## src/rtl/dspg_pkg.sv

```systemverilog
// shared types, constants and codes for the dual-axis step pulse generator
`timescale 1ns / 1ps

package dspg_pkg;

    // velocity word width, sign included
    localparam int SPEED_BITS = 17;
    localparam int VEL_W      = 16;
    localparam int RATE_W     = 20;
    localparam int UDIV_W     = 16;
    localparam int SETUP_W    = 8;
    localparam int SHIFT_W    = 4;
    localparam int PERIOD_W   = 20;
    localparam int MAG_W      = SPEED_BITS - 1;
    localparam int NUM_W      = ((RATE_W > MAG_W) ? RATE_W : MAG_W) + 1;
    localparam int DCNT_W     = $clog2(NUM_W);
    localparam int OUT_W      = ((4 + 2 * SPEED_BITS + 7) / 8) * 8;
    localparam int APB_AW     = 5;

    // largest speed the velocity word can hold
    localparam logic [31:0] SPEED_CAP = (32'd1 << (SPEED_BITS - 1)) - 32'd1;

    typedef logic signed [SPEED_BITS-1:0] speed_t;
    typedef logic signed [SPEED_BITS:0]   diff_t;
    typedef logic signed [SPEED_BITS+1:0] sum_t;
    typedef logic [MAG_W-1:0]             mag_t;
    typedef logic [NUM_W-1:0]             num_t;
    typedef logic [DCNT_W-1:0]            dcnt_t;
    typedef logic [PERIOD_W-1:0]          period_t;
    typedef logic [OUT_W-1:0]             out_t;

    // request kinds carried on tuser
    typedef enum logic [1:0] {
        REQ_TICK = 2'd0,
        REQ_PAN  = 2'd1,
        REQ_TILT = 2'd2,
        REQ_STOP = 2'd3
    } req_t;

    // sequencer states
    typedef enum logic [2:0] {
        ST_IDLE,
        ST_EXEC,
        ST_CALC,
        ST_APPLY,
        ST_DIV,
        ST_FIN,
        ST_DONE
    } state_t;

    // register indexes (paddr[4:2])
    localparam logic [2:0] REG_MAX_VELOCITY    = 3'd0;
    localparam logic [2:0] REG_TICK_RATE       = 3'd1;
    localparam logic [2:0] REG_UPDATE_DIVIDER  = 3'd2;
    localparam logic [2:0] REG_DIR_SETUP_TICKS = 3'd3;
    localparam logic [2:0] REG_SMOOTH_SHIFT    = 3'd4;
    localparam logic [2:0] REG_PAN_INVERT      = 3'd5;
    localparam logic [2:0] REG_TILT_INVERT     = 3'd6;

    // register reset values
    localparam logic [VEL_W-1:0]   MAX_VELOCITY_RST    = 16'd20000;
    localparam logic [RATE_W-1:0]  TICK_RATE_RST       = 20'd100000;
    localparam logic [UDIV_W-1:0]  UPDATE_DIVIDER_RST  = 16'd10;
    localparam logic [SETUP_W-1:0] DIR_SETUP_TICKS_RST = 8'd5;
    localparam logic [SHIFT_W-1:0] SMOOTH_SHIFT_RST    = 4'd1;
    localparam logic               PAN_INVERT_RST      = 1'b0;
    localparam logic               TILT_INVERT_RST     = 1'b1;

    // shortest step period
    localparam num_t MIN_PERIOD = num_t'(2);

    // sequencer to datapath controls
    typedef struct packed {
        logic ready;
        logic exec;
        logic calc;
        logic apply;
        logic fin;
        logic load_out;
        logic axis;
    } ctl_t;

    // datapath to sequencer status
    typedef struct packed {
        logic in_valid;
        logic is_tick;
        logic update_due;
        logic no_div;
        logic div_busy;
        logic out_free;
    } stat_t;

endpackage

```

## src/rtl/dspg_div.sv

```systemverilog
// shared restoring divider, one quotient bit per cycle
`timescale 1ns / 1ps

module dspg_div (
    input  logic            clk,
    input  logic            rst_n,
    input  logic            start,
    input  dspg_pkg::num_t  numer,
    input  dspg_pkg::mag_t  denom,
    output logic            busy,
    output dspg_pkg::num_t  quot
);

    logic            busy_reg, busy_next;
    dspg_pkg::dcnt_t cnt_reg, cnt_next;
    dspg_pkg::num_t  dq_reg, dq_next;
    dspg_pkg::mag_t  rem_reg, rem_next;
    dspg_pkg::mag_t  den_reg, den_next;

    logic [dspg_pkg::MAG_W:0] shifted;
    logic [dspg_pkg::MAG_W:0] trial;
    logic                     fits;

    // one shift-and-subtract step
    always_comb
    begin
        shifted = {rem_reg, dq_reg[dspg_pkg::NUM_W-1]};
        trial   = shifted - {1'b0, den_reg};
        fits    = shifted >= {1'b0, den_reg};
    end

    // control and datapath next values
    always_comb
    begin
        busy_next = busy_reg;
        cnt_next  = cnt_reg;
        dq_next   = dq_reg;
        rem_next  = rem_reg;
        den_next  = den_reg;
        if (start)
        begin
            busy_next = 1'b1;
            cnt_next  = dspg_pkg::dcnt_t'(dspg_pkg::NUM_W - 1);
            dq_next   = numer;
            rem_next  = '0;
            den_next  = denom;
        end
        else if (busy_reg)
        begin
            dq_next  = {dq_reg[dspg_pkg::NUM_W-2:0], fits};
            rem_next = fits ? trial[dspg_pkg::MAG_W-1:0] : shifted[dspg_pkg::MAG_W-1:0];
            if (cnt_reg == '0)
            begin
                busy_next = 1'b0;
            end
            else
            begin
                cnt_next = cnt_reg - dspg_pkg::dcnt_t'(1);
            end
        end
    end

    // control state
    always_ff @(posedge clk or negedge rst_n)
    begin
        if (!rst_n)
        begin
            busy_reg <= 1'b0;
            cnt_reg  <= '0;
        end
        else
        begin
            busy_reg <= busy_next;
            cnt_reg  <= cnt_next;
        end
    end

    // operand and result registers
    always_ff @(posedge clk)
    begin
        dq_reg  <= dq_next;
        rem_reg <= rem_next;
        den_reg <= den_next;
    end

    assign busy = busy_reg;
    assign quot = dq_reg;

endmodule

```

## src/rtl/dspg_seq.sv

```systemverilog
// sequencer: walks one item through exec, per-axis update and divide
`timescale 1ns / 1ps

module dspg_seq (
    input  logic            clk,
    input  logic            rst_n,
    input  dspg_pkg::stat_t stat,
    output dspg_pkg::ctl_t  ctl
);

    dspg_pkg::state_t state_reg, state_next;
    logic             axis_reg, axis_next;

    // next state
    always_comb
    begin
        state_next = state_reg;
        axis_next  = axis_reg;
        case (state_reg)
            dspg_pkg::ST_IDLE:
            begin
                if (stat.in_valid)
                begin
                    state_next = dspg_pkg::ST_EXEC;
                end
            end
            dspg_pkg::ST_EXEC:
            begin
                if (stat.is_tick && stat.update_due)
                begin
                    state_next = dspg_pkg::ST_CALC;
                    axis_next  = 1'b0;
                end
                else
                begin
                    state_next = dspg_pkg::ST_DONE;
                end
            end
            dspg_pkg::ST_CALC:
            begin
                state_next = dspg_pkg::ST_APPLY;
            end
            dspg_pkg::ST_APPLY:
            begin
                if (!stat.no_div)
                begin
                    state_next = dspg_pkg::ST_DIV;
                end
                else if (axis_reg)
                begin
                    state_next = dspg_pkg::ST_DONE;
                end
                else
                begin
                    state_next = dspg_pkg::ST_CALC;
                    axis_next  = 1'b1;
                end
            end
            dspg_pkg::ST_DIV:
            begin
                if (!stat.div_busy)
                begin
                    state_next = dspg_pkg::ST_FIN;
                end
            end
            dspg_pkg::ST_FIN:
            begin
                if (axis_reg)
                begin
                    state_next = dspg_pkg::ST_DONE;
                end
                else
                begin
                    state_next = dspg_pkg::ST_CALC;
                    axis_next  = 1'b1;
                end
            end
            dspg_pkg::ST_DONE:
            begin
                if (stat.out_free)
                begin
                    state_next = dspg_pkg::ST_IDLE;
                end
            end
            default:
            begin
                state_next = dspg_pkg::ST_IDLE;
            end
        endcase
    end

    // outputs
    always_comb
    begin
        ctl          = '0;
        ctl.axis     = axis_reg;
        ctl.ready    = state_reg == dspg_pkg::ST_IDLE;
        ctl.exec     = state_reg == dspg_pkg::ST_EXEC;
        ctl.calc     = state_reg == dspg_pkg::ST_CALC;
        ctl.apply    = state_reg == dspg_pkg::ST_APPLY;
        ctl.fin      = state_reg == dspg_pkg::ST_FIN;
        ctl.load_out = (state_reg == dspg_pkg::ST_DONE) && stat.out_free;
    end

    // state registers
    always_ff @(posedge clk or negedge rst_n)
    begin
        if (!rst_n)
        begin
            state_reg <= dspg_pkg::ST_IDLE;
            axis_reg  <= 1'b0;
        end
        else
        begin
            state_reg <= state_next;
            axis_reg  <= axis_next;
        end
    end

endmodule

```

## src/rtl/dual_axis_step_pulse_generator_unit.sv

```systemverilog
// top level: registers, axis state, pulse and smoothing datapath
// from accept to m_tvalid for a tick without update or a non-tick item: the exec state, then
// the done state, which loads the result register once the output is free; a tick that runs the
// velocity update adds, per axis, a smoothing state and an apply state and, where the divider runs,
// its 21 steps, a done check and a period write
// one item at a time, with the single shared divider serving both axes in turn
// reset: rst_n asynchronous, active low; all axis state zero, pins low, registers at defaults
`timescale 1ns / 1ps

module dual_axis_step_pulse_generator_unit (
    input  logic                          clk,
    input  logic                          rst_n,
    // input items
    input  logic                          s_tvalid,
    output logic                          s_tready,
    input  logic [15:0]                   s_tdata,   // [15:0] target_velocity
    input  logic [1:0]                    s_tuser,   // [1:0] req_type
    // result items
    output logic                          m_tvalid,
    input  logic                          m_tready,
    output logic [dspg_pkg::OUT_W-1:0]    m_tdata,   // [0] pan_step, [1] pan_dir,
                                                     // [2] tilt_step, [3] tilt_dir,
                                                     // [20:4] pan_speed_now,
                                                     // [37:21] tilt_speed_now
    // configuration
    input  logic                          psel,
    input  logic                          penable,
    input  logic                          pwrite,
    input  logic [dspg_pkg::APB_AW-1:0]   paddr,
    input  logic [31:0]                   pwdata,
    output logic [31:0]                   prdata,
    output logic                          pready
);

    // configuration registers
    logic [dspg_pkg::VEL_W-1:0]   max_velocity_reg;
    logic [dspg_pkg::RATE_W-1:0]  tick_rate_reg;
    logic [dspg_pkg::UDIV_W-1:0]  update_divider_reg;
    logic [dspg_pkg::SETUP_W-1:0] dir_setup_ticks_reg;
    logic [dspg_pkg::SHIFT_W-1:0] smooth_shift_reg;
    logic                         pan_invert_reg;
    logic                         tilt_invert_reg;

    // latched item
    dspg_pkg::req_t               req_type_reg;
    logic signed [15:0]           target_velocity_reg;

    // axis state
    dspg_pkg::speed_t             target_reg [2];
    dspg_pkg::speed_t             target_next [2];
    dspg_pkg::speed_t             speed_reg [2];
    dspg_pkg::speed_t             speed_next [2];
    dspg_pkg::period_t            period_reg [2];
    dspg_pkg::period_t            period_next [2];
    dspg_pkg::period_t            count_reg [2];
    dspg_pkg::period_t            count_next [2];
    logic [dspg_pkg::SETUP_W-1:0] hold_reg [2];
    logic [dspg_pkg::SETUP_W-1:0] hold_next [2];
    logic                         heading_reg [2];
    logic                         heading_next [2];
    logic                         step_reg [2];
    logic                         step_next [2];
    logic [dspg_pkg::UDIV_W-1:0]  update_count_reg, update_count_next;
    dspg_pkg::speed_t             new_speed_reg, new_speed_next;

    // output register
    logic                         m_tvalid_reg, m_tvalid_next;
    dspg_pkg::out_t               m_tdata_reg, m_tdata_next;

    // control
    dspg_pkg::ctl_t               ctl;
    dspg_pkg::stat_t              stat;

    // datapath wires
    logic [31:0]                  lim_wide;
    dspg_pkg::sum_t               lim_s;
    dspg_pkg::sum_t               tv_s;
    dspg_pkg::speed_t             tv_clamped;
    logic [dspg_pkg::UDIV_W:0]    uc_inc;
    logic                         update_due;
    dspg_pkg::diff_t              diff;
    dspg_pkg::diff_t              delta;
    dspg_pkg::sum_t               sum;
    dspg_pkg::speed_t             cur_speed;
    logic                         speed_changed;
    logic                         speed_zero;
    logic                         dir_new;
    logic                         invert_sel;
    dspg_pkg::speed_t             neg_speed;
    dspg_pkg::mag_t               mag;
    dspg_pkg::num_t               numer;
    dspg_pkg::num_t               quot;
    dspg_pkg::num_t               period_q;
    logic                         div_busy;
    logic                         cfg_wr;
    logic                         in_accept;

    // handshake
    assign in_accept = s_tvalid && ctl.ready;
    assign s_tready  = ctl.ready;
    assign m_tvalid  = m_tvalid_reg;
    assign m_tdata   = m_tdata_reg;
    assign pready    = 1'b1;
    assign cfg_wr    = psel && penable && pwrite && pready;

    // effective speed limit
    always_comb
    begin
        lim_wide = {16'd0, max_velocity_reg};
        if (lim_wide > dspg_pkg::SPEED_CAP)
        begin
            lim_wide = dspg_pkg::SPEED_CAP;
        end
        lim_s = dspg_pkg::sum_t'(lim_wide);
    end

    // target saturation
    always_comb
    begin
        tv_s = dspg_pkg::sum_t'(target_velocity_reg);
        if (tv_s > lim_s)
        begin
            tv_clamped = dspg_pkg::speed_t'(lim_s);
        end
        else if (tv_s < -lim_s)
        begin
            tv_clamped = dspg_pkg::speed_t'(-lim_s);
        end
        else
        begin
            tv_clamped = dspg_pkg::speed_t'(tv_s);
        end
    end

    // smoothing update divider
    always_comb
    begin
        uc_inc     = {1'b0, update_count_reg} + 17'd1;
        update_due = uc_inc >= {1'b0, update_divider_reg};
    end

    // smoothing step for the selected axis
    always_comb
    begin
        cur_speed = speed_reg[ctl.axis];
        diff      = dspg_pkg::diff_t'(target_reg[ctl.axis]) - dspg_pkg::diff_t'(cur_speed);
        delta     = diff >>> smooth_shift_reg;
        sum       = dspg_pkg::sum_t'(cur_speed) + dspg_pkg::sum_t'(delta);
        if (sum > lim_s)
        begin
            new_speed_next = dspg_pkg::speed_t'(lim_s);
        end
        else if (sum < -lim_s)
        begin
            new_speed_next = dspg_pkg::speed_t'(-lim_s);
        end
        else
        begin
            new_speed_next = dspg_pkg::speed_t'(sum);
        end
    end

    // direction, magnitude and divider operand for the new speed
    always_comb
    begin
        speed_changed = new_speed_reg != speed_reg[ctl.axis];
        speed_zero    = new_speed_reg == '0;
        invert_sel    = ctl.axis ? tilt_invert_reg : pan_invert_reg;
        dir_new       = (!new_speed_reg[dspg_pkg::SPEED_BITS-1]) ^ invert_sel;
        neg_speed     = -new_speed_reg;
        mag           = new_speed_reg[dspg_pkg::SPEED_BITS-1] ?
                        dspg_pkg::mag_t'(neg_speed) : dspg_pkg::mag_t'(new_speed_reg);
        numer         = dspg_pkg::num_t'(tick_rate_reg) + dspg_pkg::num_t'(mag >> 1);
        period_q      = (quot < dspg_pkg::MIN_PERIOD) ? dspg_pkg::MIN_PERIOD : quot;
    end

    // status to the sequencer
    always_comb
    begin
        stat            = '0;
        stat.in_valid   = s_tvalid;
        stat.is_tick    = req_type_reg == dspg_pkg::REQ_TICK;
        stat.update_due = update_due;
        stat.no_div     = (!speed_changed) || speed_zero;
        stat.div_busy   = div_busy;
        stat.out_free   = (!m_tvalid_reg) || m_tready;
    end

    // axis state next values
    always_comb
    begin
        logic [dspg_pkg::PERIOD_W:0] cnt_inc;
        cnt_inc = '0;
        for (int a = 0; a < 2; a++)
        begin
            target_next[a]  = target_reg[a];
            speed_next[a]   = speed_reg[a];
            period_next[a]  = period_reg[a];
            count_next[a]   = count_reg[a];
            hold_next[a]    = hold_reg[a];
            heading_next[a] = heading_reg[a];
            step_next[a]    = step_reg[a];
        end
        update_count_next = update_count_reg;

        // item execution
        if (ctl.exec)
        begin
            case (req_type_reg)
                dspg_pkg::REQ_TICK:
                begin
                    for (int a = 0; a < 2; a++)
                    begin
                        if (hold_reg[a] != '0)
                        begin
                            hold_next[a] = hold_reg[a] - 8'd1;
                            step_next[a] = 1'b0;
                        end
                        else if (period_reg[a] != '0)
                        begin
                            if (count_reg[a] == '0)
                            begin
                                step_next[a] = 1'b1;
                            end
                            else if (count_reg[a] == dspg_pkg::period_t'(1))
                            begin
                                step_next[a] = 1'b0;
                            end
                            cnt_inc = {1'b0, count_reg[a]} + 21'd1;
                            if (cnt_inc >= {1'b0, period_reg[a]})
                            begin
                                count_next[a] = '0;
                            end
                            else
                            begin
                                count_next[a] = cnt_inc[dspg_pkg::PERIOD_W-1:0];
                            end
                        end
                    end
                    update_count_next = update_due ? '0 : uc_inc[dspg_pkg::UDIV_W-1:0];
                end
                dspg_pkg::REQ_PAN:
                begin
                    target_next[0] = tv_clamped;
                end
                dspg_pkg::REQ_TILT:
                begin
                    target_next[1] = tv_clamped;
                end
                dspg_pkg::REQ_STOP:
                begin
                    for (int a = 0; a < 2; a++)
                    begin
                        target_next[a] = '0;
                        speed_next[a]  = '0;
                        period_next[a] = '0;
                        step_next[a]   = 1'b0;
                    end
                end
                default:
                begin
                end
            endcase
        end

        // new speed takes effect
        if (ctl.apply && speed_changed)
        begin
            speed_next[ctl.axis] = new_speed_reg;
            if (speed_zero)
            begin
                period_next[ctl.axis] = '0;
                count_next[ctl.axis]  = '0;
                step_next[ctl.axis]   = 1'b0;
            end
            else if (dir_new != heading_reg[ctl.axis])
            begin
                heading_next[ctl.axis] = dir_new;
                step_next[ctl.axis]    = 1'b0;
                count_next[ctl.axis]   = '0;
                hold_next[ctl.axis]    = dir_setup_ticks_reg;
            end
        end

        // period from the divider
        if (ctl.fin)
        begin
            period_next[ctl.axis] = dspg_pkg::period_t'(period_q);
            if (count_reg[ctl.axis] >= dspg_pkg::period_t'(period_q))
            begin
                count_next[ctl.axis] = '0;
            end
        end
    end

    // axis state registers
    always_ff @(posedge clk or negedge rst_n)
    begin
        if (!rst_n)
        begin
            for (int a = 0; a < 2; a++)
            begin
                target_reg[a]  <= '0;
                speed_reg[a]   <= '0;
                period_reg[a]  <= '0;
                count_reg[a]   <= '0;
                hold_reg[a]    <= '0;
                heading_reg[a] <= 1'b0;
                step_reg[a]    <= 1'b0;
            end
            update_count_reg <= '0;
        end
        else
        begin
            for (int a = 0; a < 2; a++)
            begin
                target_reg[a]  <= target_next[a];
                speed_reg[a]   <= speed_next[a];
                period_reg[a]  <= period_next[a];
                count_reg[a]   <= count_next[a];
                hold_reg[a]    <= hold_next[a];
                heading_reg[a] <= heading_next[a];
                step_reg[a]    <= step_next[a];
            end
            update_count_reg <= update_count_next;
        end
    end

    // item and smoothing payload
    always_ff @(posedge clk)
    begin
        if (in_accept)
        begin
            req_type_reg        <= dspg_pkg::req_t'(s_tuser);
            target_velocity_reg <= s_tdata;
        end
        if (ctl.calc)
        begin
            new_speed_reg <= new_speed_next;
        end
    end

    // result register
    always_comb
    begin
        m_tvalid_next = m_tvalid_reg;
        m_tdata_next  = m_tdata_reg;
        if (ctl.load_out)
        begin
            m_tvalid_next = 1'b1;
            m_tdata_next  = dspg_pkg::out_t'({speed_reg[1], speed_reg[0], heading_reg[1],
                                              step_reg[1], heading_reg[0], step_reg[0]});
        end
        else if (m_tready)
        begin
            m_tvalid_next = 1'b0;
        end
    end

    always_ff @(posedge clk or negedge rst_n)
    begin
        if (!rst_n)
        begin
            m_tvalid_reg <= 1'b0;
        end
        else
        begin
            m_tvalid_reg <= m_tvalid_next;
        end
    end

    always_ff @(posedge clk)
    begin
        m_tdata_reg <= m_tdata_next;
    end

    // configuration writes
    always_ff @(posedge clk or negedge rst_n)
    begin
        if (!rst_n)
        begin
            max_velocity_reg    <= dspg_pkg::MAX_VELOCITY_RST;
            tick_rate_reg       <= dspg_pkg::TICK_RATE_RST;
            update_divider_reg  <= dspg_pkg::UPDATE_DIVIDER_RST;
            dir_setup_ticks_reg <= dspg_pkg::DIR_SETUP_TICKS_RST;
            smooth_shift_reg    <= dspg_pkg::SMOOTH_SHIFT_RST;
            pan_invert_reg      <= dspg_pkg::PAN_INVERT_RST;
            tilt_invert_reg     <= dspg_pkg::TILT_INVERT_RST;
        end
        else if (cfg_wr)
        begin
            case (paddr[4:2])
                dspg_pkg::REG_MAX_VELOCITY:    max_velocity_reg    <= pwdata[15:0];
                dspg_pkg::REG_TICK_RATE:       tick_rate_reg       <= pwdata[19:0];
                dspg_pkg::REG_UPDATE_DIVIDER:  update_divider_reg  <= pwdata[15:0];
                dspg_pkg::REG_DIR_SETUP_TICKS: dir_setup_ticks_reg <= pwdata[7:0];
                dspg_pkg::REG_SMOOTH_SHIFT:    smooth_shift_reg    <= pwdata[3:0];
                dspg_pkg::REG_PAN_INVERT:      pan_invert_reg      <= pwdata[0];
                dspg_pkg::REG_TILT_INVERT:     tilt_invert_reg     <= pwdata[0];
                default:
                begin
                end
            endcase
        end
    end

    // configuration reads
    always_comb
    begin
        case (paddr[4:2])
            dspg_pkg::REG_MAX_VELOCITY:    prdata = {16'd0, max_velocity_reg};
            dspg_pkg::REG_TICK_RATE:       prdata = {12'd0, tick_rate_reg};
            dspg_pkg::REG_UPDATE_DIVIDER:  prdata = {16'd0, update_divider_reg};
            dspg_pkg::REG_DIR_SETUP_TICKS: prdata = {24'd0, dir_setup_ticks_reg};
            dspg_pkg::REG_SMOOTH_SHIFT:    prdata = {28'd0, smooth_shift_reg};
            dspg_pkg::REG_PAN_INVERT:      prdata = {31'd0, pan_invert_reg};
            dspg_pkg::REG_TILT_INVERT:     prdata = {31'd0, tilt_invert_reg};
            default:                       prdata = '0;
        endcase
    end

    // sequencer
    dspg_seq u_seq (
        .clk   (clk),
        .rst_n (rst_n),
        .stat  (stat),
        .ctl   (ctl)
    );

    // shared period divider
    dspg_div u_div (
        .clk   (clk),
        .rst_n (rst_n),
        .start (ctl.apply && !stat.no_div),
        .numer (numer),
        .denom (mag),
        .busy  (div_busy),
        .quot  (quot)
    );

endmodule

```

## config.mk

```make
export PLATFORM = sky130hd
export DESIGN_NAME = dual_axis_step_pulse_generator_unit
export DESIGN_NICKNAME = d
export VERILOG_FILES = /design/src/rtl/dspg_pkg.sv /design/src/rtl/dspg_div.sv /design/src/rtl/dspg_seq.sv /design/src/rtl/dual_axis_step_pulse_generator_unit.sv
export SDC_FILE = /design/constraint.sdc
export NUM_CORES = 1
export LEC_CHECK = 0
export CORE_MARGIN = 2
export CORE_UTILIZATION = 50
export DETAILED_ROUTE_END_ITERATION = 12
export DONT_BUFFER_PORTS = 1
export GPL_ROUTABILITY_DRIVEN = 0
export PLACE_DENSITY = 0.63
export SKIP_LAST_GASP = 1
export SLEW_MARGIN = 10
export SYNTH_ARGS = -nofsm -noshare
export SYNTH_HDL_FRONTEND = slang
export SYNTH_SLANG_ARGS = --single-unit
```

## constraint.sdc

```tcl
create_clock -name clk -period 12.2 [get_ports clk]
set_input_delay 1.22 -clock clk [delete_from_list [all_inputs] [get_ports clk]]
set_output_delay 1.22 -clock clk [all_outputs]
set_load 0.005 [all_outputs]
```

==> impl_metrics.env, run 1 <==
export IMPL_tightest_slew_ns=1.18
export IMPL_routed_wirelength_um=73700
export IMPL_cts_tree="built"
export IMPL_hold_violations=0
export IMPL_grt_pass1_wl_um=115000
export IMPL_post_synth_top_area_fraction_pct=23.1
export IMPL_synthTopCellsByArea="dfrtp_1, edfxtp_1, ha_1"
export IMPL_post_dp_hpwl_um=55800
export IMPL_clock_skew_final_ns=0.0218
export IMPL_die_h_um=234
export IMPL_max_vdd_ir_drop_uv=334
export IMPL_htree_num_levels=2
export IMPL_path_buf_inv=3
export IMPL_whs_ns=0.361
export IMPL_drtIter0Drc=1672
export IMPL_critical_path_class="register to register"
export IMPL_power_density_nw_per_um2=319
export IMPL_crit_arrival_ns=9.21
export IMPL_top_usage_layer="met2"
export IMPL_synth_avg_cell_area_um2=9.21
export IMPL_ys_flop_type="dfrtp_1"
export IMPL_fill_cells=4645
export IMPL_grt_pass1_vias=20244
export IMPL_final_area_um2=28500
export IMPL_use_met3_pct=5.65
export IMPL_fin_tns_setup_ns=0
export IMPL_period_share_pct=73.0
export IMPL_port_buffers=0
export IMPL_startpoint_type="register"
export IMPL_cp_max_fo=34
export IMPL_vias=21213
export IMPL_die_area_um2=54700
export IMPL_status="complete, no violations"
export IMPL_cts_resized_gates=0
export IMPL_async_flop_share_pct=67.4
export IMPL_netlist_area_um2=26400
export IMPL_drtPass1Iterations=6
export IMPL_ys_ff_latch=387
export IMPL_cp_end_kind="register"
export IMPL_cp_required_ns=12.51
export IMPL_multi_input_area_um2=15000
export IMPL_regArea_um2=10200
export IMPL_final_core_util_pct=54.4
export IMPL_synthCells=2869
export IMPL_synth_edf_count=110
export IMPL_nNetsFinal=3104
export IMPL_min_period_ns=8.91
export IMPL_postCtsSetupRepairBufs=0
export IMPL_grt_max_degree=262
export IMPL_ys_types=101
export IMPL_syn2layout_area_growth_pct=7.91
export IMPL_grt_met2_usage_pct=41.5
export IMPL_cts_path_max_buffers=3
export IMPL_drc_errors=0
export IMPL_clkLatencyLatePin_ns=0.59
export IMPL_synth_common_cells="nand2_1, dfrtp_1, ha_1"
export IMPL_dp_slack_ns=3.43
export IMPL_routedWlPerCell_um=20.8
export IMPL_core_rowCount=84
export IMPL_clk_pin_slew_worst_paths_ns=0.06
export IMPL_max_cap_violations=0
export IMPL_initial_utilization_pct=50.4
export IMPL_leakagePower_nw=12.9
export IMPL_slew_violations=0
export IMPL_antenna_found_initial=3
export IMPL_drive_gt1_share_pct=9.30
export IMPL_yosysTopAreaCell="dfrtp_1"
export IMPL_yosysMostFrequentCell="nand2_1"
export IMPL_root_buffer="clkbuf_16"
export IMPL_grt_use_met1_pct=38.7
export IMPL_avgViaCountPerCell=5.99
export IMPL_grt_ovfl_total=0
export IMPL_placed_cell_area_um2=27000
export IMPL_rsz0062_at_grt="no"
export IMPL_setup_viol=0
export IMPL_max_freq_mhz=112
export IMPL_cp_slowest_cell="mux2i_1"
export IMPL_critical_path_top_delay_family="compound AO/OA/AOI/OAI gates"
export IMPL_hp_class="primary input to asynchronous set/reset pin"
export IMPL_slew_limit_headroom_pct=20.7
export IMPL_setup_ws_ns=3.29
export IMPL_yosysWarnings=0
export IMPL_die_x_um=234
export IMPL_clock_sinks=387
export IMPL_hold_buffers=0
export IMPL_cpPeakStageDelay_ns=0.64
export IMPL_top_level_ports=137
export IMPL_antenna_left=0
export IMPL_grt_use_total_pct=27.1
export IMPL_numCtsBuffers=45
export IMPL_core_area_um2=52400
export IMPL_seq_area_frac_synth_pct=38.5
==> cell usage in the layout, fill, tap and decap left out, types with 36 or more instances in the layout <==
cell	synthesis	final
a21o_1	36	36
a21oi_1	150	150
clkbuf_16	0	47
dfrtp_1	244	243
edfxtp_1	110	110
ha_1	226	226
inv_1	184	184
mux2_2	89	89
mux2i_1	70	70
nand2_1	352	352
nand2b_1	37	37
nand3_1	64	64
nor2_1	174	170
nor2b_1	39	39
nor3_1	43	41
o21ai_0	113	113
o21ai_1	162	159
xnor2_1	106	106
xor2_1	55	55
==> logic make-up after synthesis <==
| family | after synthesis | share of synthesized area (%) |
|---|---|---|
| AND/OR/NAND/NOR | 886 | 15.8 |
| multiplexers | 194 | 8.48 |
| AO/OA/AOI/OAI | 672 | 15.5 |
| other | 2 | 0.0284 |
| buffers and inverters | 336 | 5.20 |
| flip-flops | 387 | 38.5 |
| adder cells (fa/ha/maj) | 231 | 11.0 |
| XOR/XNOR | 161 | 5.34 |
==> power breakdown <==
part	leakage, nW	internal [mW]	total [mW]	switching [mW]
clock	0.746	0.836	1.40	0.561
sequential	4.49	1.84	2.25	0.405
combinational	7.66	2.26	5.45	3.19
total	12.9	4.94	9.10	4.16
==> through the flow <==
| stage | std cells | total power [mW] |
|---|---|---|
| after detailed placement | 3453 | 7.62 |
| after CTS | 3537 | 9.06 |
| final | 3539 | 9.10 |
| after floorplan | 2882 | 6.29 |
| after global placement | 3453 | 7.43 |
| after global routing | 3537 | 9.86 |
==> per-layer routing <==
metal  part of all wire (%)  vias up  wire, um
li1                       -    10067         -
met1                     45    10334     33200
met2                     44      679     32500
met3                    7.9      133      5790
met4                    3.0        0      2170
met5                      0        -         0
==> layout make-up <==
cell class,count,area share (%)
Multi-Input combinational cell,2159,52.6
Sequential cell,387,35.7
Antenna cell,2,0.0176
Tap cell,688,3.02
Clock buffer,52,4.23
Inverter,188,2.48
Timing Repair Buffer,31,0.816
Clock inverter,32,1.15
==> final timing paths <==
path                                start           endpoint  slack (ns)  cells after the start
setup / recovery           u_seq.axis_reg  new_speed_reg[11]        3.29                     33
hold / removal                      rst_n      speed_reg[31]        0.36                      0
setup reg to reg           u_seq.axis_reg  new_speed_reg[11]        3.29                     33
hold reg to reg             speed_reg[32]        m_tdata[19]        0.47                      0
max in group asynchronous           rst_n           m_tvalid       11.05                      0
min in group clk            speed_reg[32]        m_tdata[19]        0.47                      0
Power figures use the tool's default switching activity.
==> run 2, diff against run 1 <==
--- a/config.mk
+++ b/config.mk
@@ -5,6 +5,7 @@
 export SDC_FILE = /design/constraint.sdc
 export NUM_CORES = 1
 export LEC_CHECK = 0
+export ABC_AREA = 1
 export CORE_MARGIN = 2
 export CORE_UTILIZATION = 50
 export DETAILED_ROUTE_END_ITERATION = 12
==> constraint.sdc (replaced) <==
create_clock -name clk -period 9.3 [get_ports clk]
set_input_delay 0.93 -clock clk [delete_from_list [all_inputs] [get_ports clk]]
set_output_delay 0.93 -clock clk [all_outputs]
set_load 0.005 [all_outputs]
==> run 2 against run 1 <==
Net effect: cell area increased by 3.3%; global-route usage increased by 2.4 points; clock skew increased by 0.0019 ns; clock-buffer cell count increased by 5; critical path type unchanged.
==> impl_metrics.env, run 2 <==
export IMPL_vias=25136
export IMPL_synth_mux_area_fraction_pct=0.0731
export IMPL_final_area_um2=29500
export IMPL_max_freq_mhz=134
export IMPL_ys_flop_type="dfrtp_1"
export IMPL_cp_required_ns=9.70
export IMPL_synthTopCellsByArea="dfrtp_1, edfxtp_1, nand2_1"
export IMPL_synth_xor_area_share_pct=4.19
export IMPL_die_x_um=238
export IMPL_r2r_end="new_speed_reg[16]"
export IMPL_crit_top_cell="nand2_1"
export IMPL_antenna_found_initial=2
export IMPL_grt_pass1_vias=23178
export IMPL_yosys_area_share_adder_pct=10.6
export IMPL_multi_input_area_um2=14900
export IMPL_antenna_left=0
export IMPL_critical_path_class="register to register"
export IMPL_r2r_slack_ns=1.82
export IMPL_grt_pass1_wl_um=131000
export IMPL_yosysMostFrequentCell="nand2_1"
export IMPL_syn2layout_area_growth_pct=7.51
export IMPL_final_cell_mix="nand2_1, inv_1, o21ai_0, nand3_1, dfrtp_1"
export IMPL_yosys_area_share_simple_pct=24.9
export IMPL_synth_edf_count=110
export IMPL_grt_use_total_pct=29.5
export IMPL_root_buffer="clkbuf_16"
export IMPL_synth_avg_cell_area_um2=7.58
export IMPL_async_flop_share_pct=67.4
export IMPL_cts_path_max_buffers=3
export IMPL_setup_viol=0
export IMPL_grt_max_degree=262
export IMPL_seq_area_frac_synth_pct=37.1
export IMPL_grt_ovfl_total=0
export IMPL_rsz0062_at_grt="no"
export IMPL_netlist_area_um2=27400
export IMPL_drtPass1Iterations=6
export IMPL_clkLatencyLatePin_ns=0.60
export IMPL_post_dp_hpwl_um=63600
export IMPL_crit_arrival_ns=7.88
export IMPL_numCtsBuffers=46
export IMPL_top_level_ports=137
export IMPL_drive_gt1_share_pct=5.10
export IMPL_mostFrequentLayoutCell="nand2_1"
export IMPL_cts_tree="built"
export IMPL_whs_ns=0.0431
export IMPL_clock_skew_final_ns=0.0238
export IMPL_synth_top_family_by_area="simple AND/OR/NAND/NOR gates"
export IMPL_startpoint_type="register"
export IMPL_cp_slowest_cell="dfrtp_2"
export IMPL_initial_utilization_pct=50.7
export IMPL_port_buffers=0
export IMPL_yosysTopAreaCell="dfrtp_1"
export IMPL_ys_ff_latch=387
export IMPL_core_area_um2=54000
export IMPL_fin_tns_setup_ns=0
export IMPL_clock_sinks=387
export IMPL_max_cap_violations=0
export IMPL_routedWlPerCell_um=19.7
export IMPL_status="complete, no violations"
export IMPL_period_share_pct=80.4
export IMPL_tightest_slew_ns=1.28
export IMPL_regArea_um2=10200
export IMPL_cpPeakStageDelay_ns=0.41
export IMPL_avgViaCountPerCell=5.86
export IMPL_post_synth_top_area_fraction_pct=22.3
export IMPL_synthCells=3616
export IMPL_fill_cells=5045
export IMPL_r2r_start="u_seq.axis_reg"
export IMPL_routed_wirelength_um=84300
export IMPL_placed_cell_area_um2=27800
export IMPL_drtIter0Drc=2500
export IMPL_hp_class="primary input to asynchronous set/reset pin"
export IMPL_htree_num_levels=2
export IMPL_ys_types=66
export IMPL_cp_max_fo=19
export IMPL_min_period_ns=7.48
export IMPL_postCtsSetupRepairBufs=0
export IMPL_hold_violations=0
export IMPL_die_h_um=238
export IMPL_die_area_um2=56700
export IMPL_nNetsFinal=3845
export IMPL_cp_end_kind="register"
export IMPL_r2r_cells=41
export IMPL_cts_resized_gates=0
export IMPL_core_rowCount=85
export IMPL_slew_limit_headroom_pct=13.9
export IMPL_synth_compound_area_share_pct=14.1
export IMPL_slew_violations=0
export IMPL_drc_errors=0
export IMPL_yosysWarnings=0
export IMPL_clk_pin_slew_worst_paths_ns=0.06
export IMPL_synth_common_cells="nand2_1, inv_1, o21ai_0"
export IMPL_hold_buffers=0
-- run 2: changes by cell type in the layout (fill, tap and decap cells not counted), sizes merged, moves of 47 or more --
cell,before,now
xnor2,106,24
nand4,26,78
mux2,110,0
mux2i,73,2
o211ai,9,73
a21oi,152,199
xor2,55,107
nand3,64,290
nand2,352,889
inv,189,470
-- run 2: cell type report --
type                    count  share of cell area [%]
flip-flops and latches    387                    34.5
clock inverters            29                    1.41
inverters                 468                    5.96
clock buffers              57                    4.22
repair buffers             16                   0.408
well taps                 696                    2.96
multi-input cells        2634                    50.5
diodes                      3                  0.0255
-- run 2: per-layer routing --
metal  share of wire, %  wire length [um]  global-route usage (%)
met1                 44             37300                    41.8
met2                 44             37200                    46.0
met3                8.4              7090                    4.91
met4                3.3              2790                    9.60
met5                  0                 0                       0
-- run 2: metrics by stage --
step	setup slack [ns]	utilization, %	instances
2_1_floorplan	3.17	-	3629
3_3_place_gp	2.19	51.4	4201
3_5_place_dp	2.09	51.4	4201
4_1_cts	2.06	54.5	4287
5_1_grt	1.34	54.5	4289
6_report	1.82	54.5	4290
-- run 2: cells by family after synthesis --
group / after synthesis
xor+xnor: 131
other cells: 2
flops: 387
fa+ha+maj: 230
compound gates: 681
buf+inv: 608
mux: 2
simple gates: 1575
-- run 2: worst max-delay path by stage --
stage,from,to,cells past startpoint
final,u_seq.axis_reg,new_speed_reg[16],41
after global placement,u_seq.axis_reg,new_speed_reg[16],44
after floorplan,u_seq.axis_reg,new_speed_reg[6],42
after global routing,u_seq.axis_reg,new_speed_reg[16],44
after CTS,u_seq.axis_reg,new_speed_reg[16],36
after detailed placement,u_seq.axis_reg,new_speed_reg[16],40
-- run 2: worst max-delay path: cells and delay by family (launching register included) --
kind,cells,cell delay [ns]
buf+inv,8,1.42
compound gates,6,1.20
flops,1,0.41
simple gates,23,2.91
xor+xnor,1,0.22
fa+ha+maj,3,1.10
Power of run 2 is not shown: default switching activity piles up to over one toggle a cycle in this logic, so the estimate is an artifact.
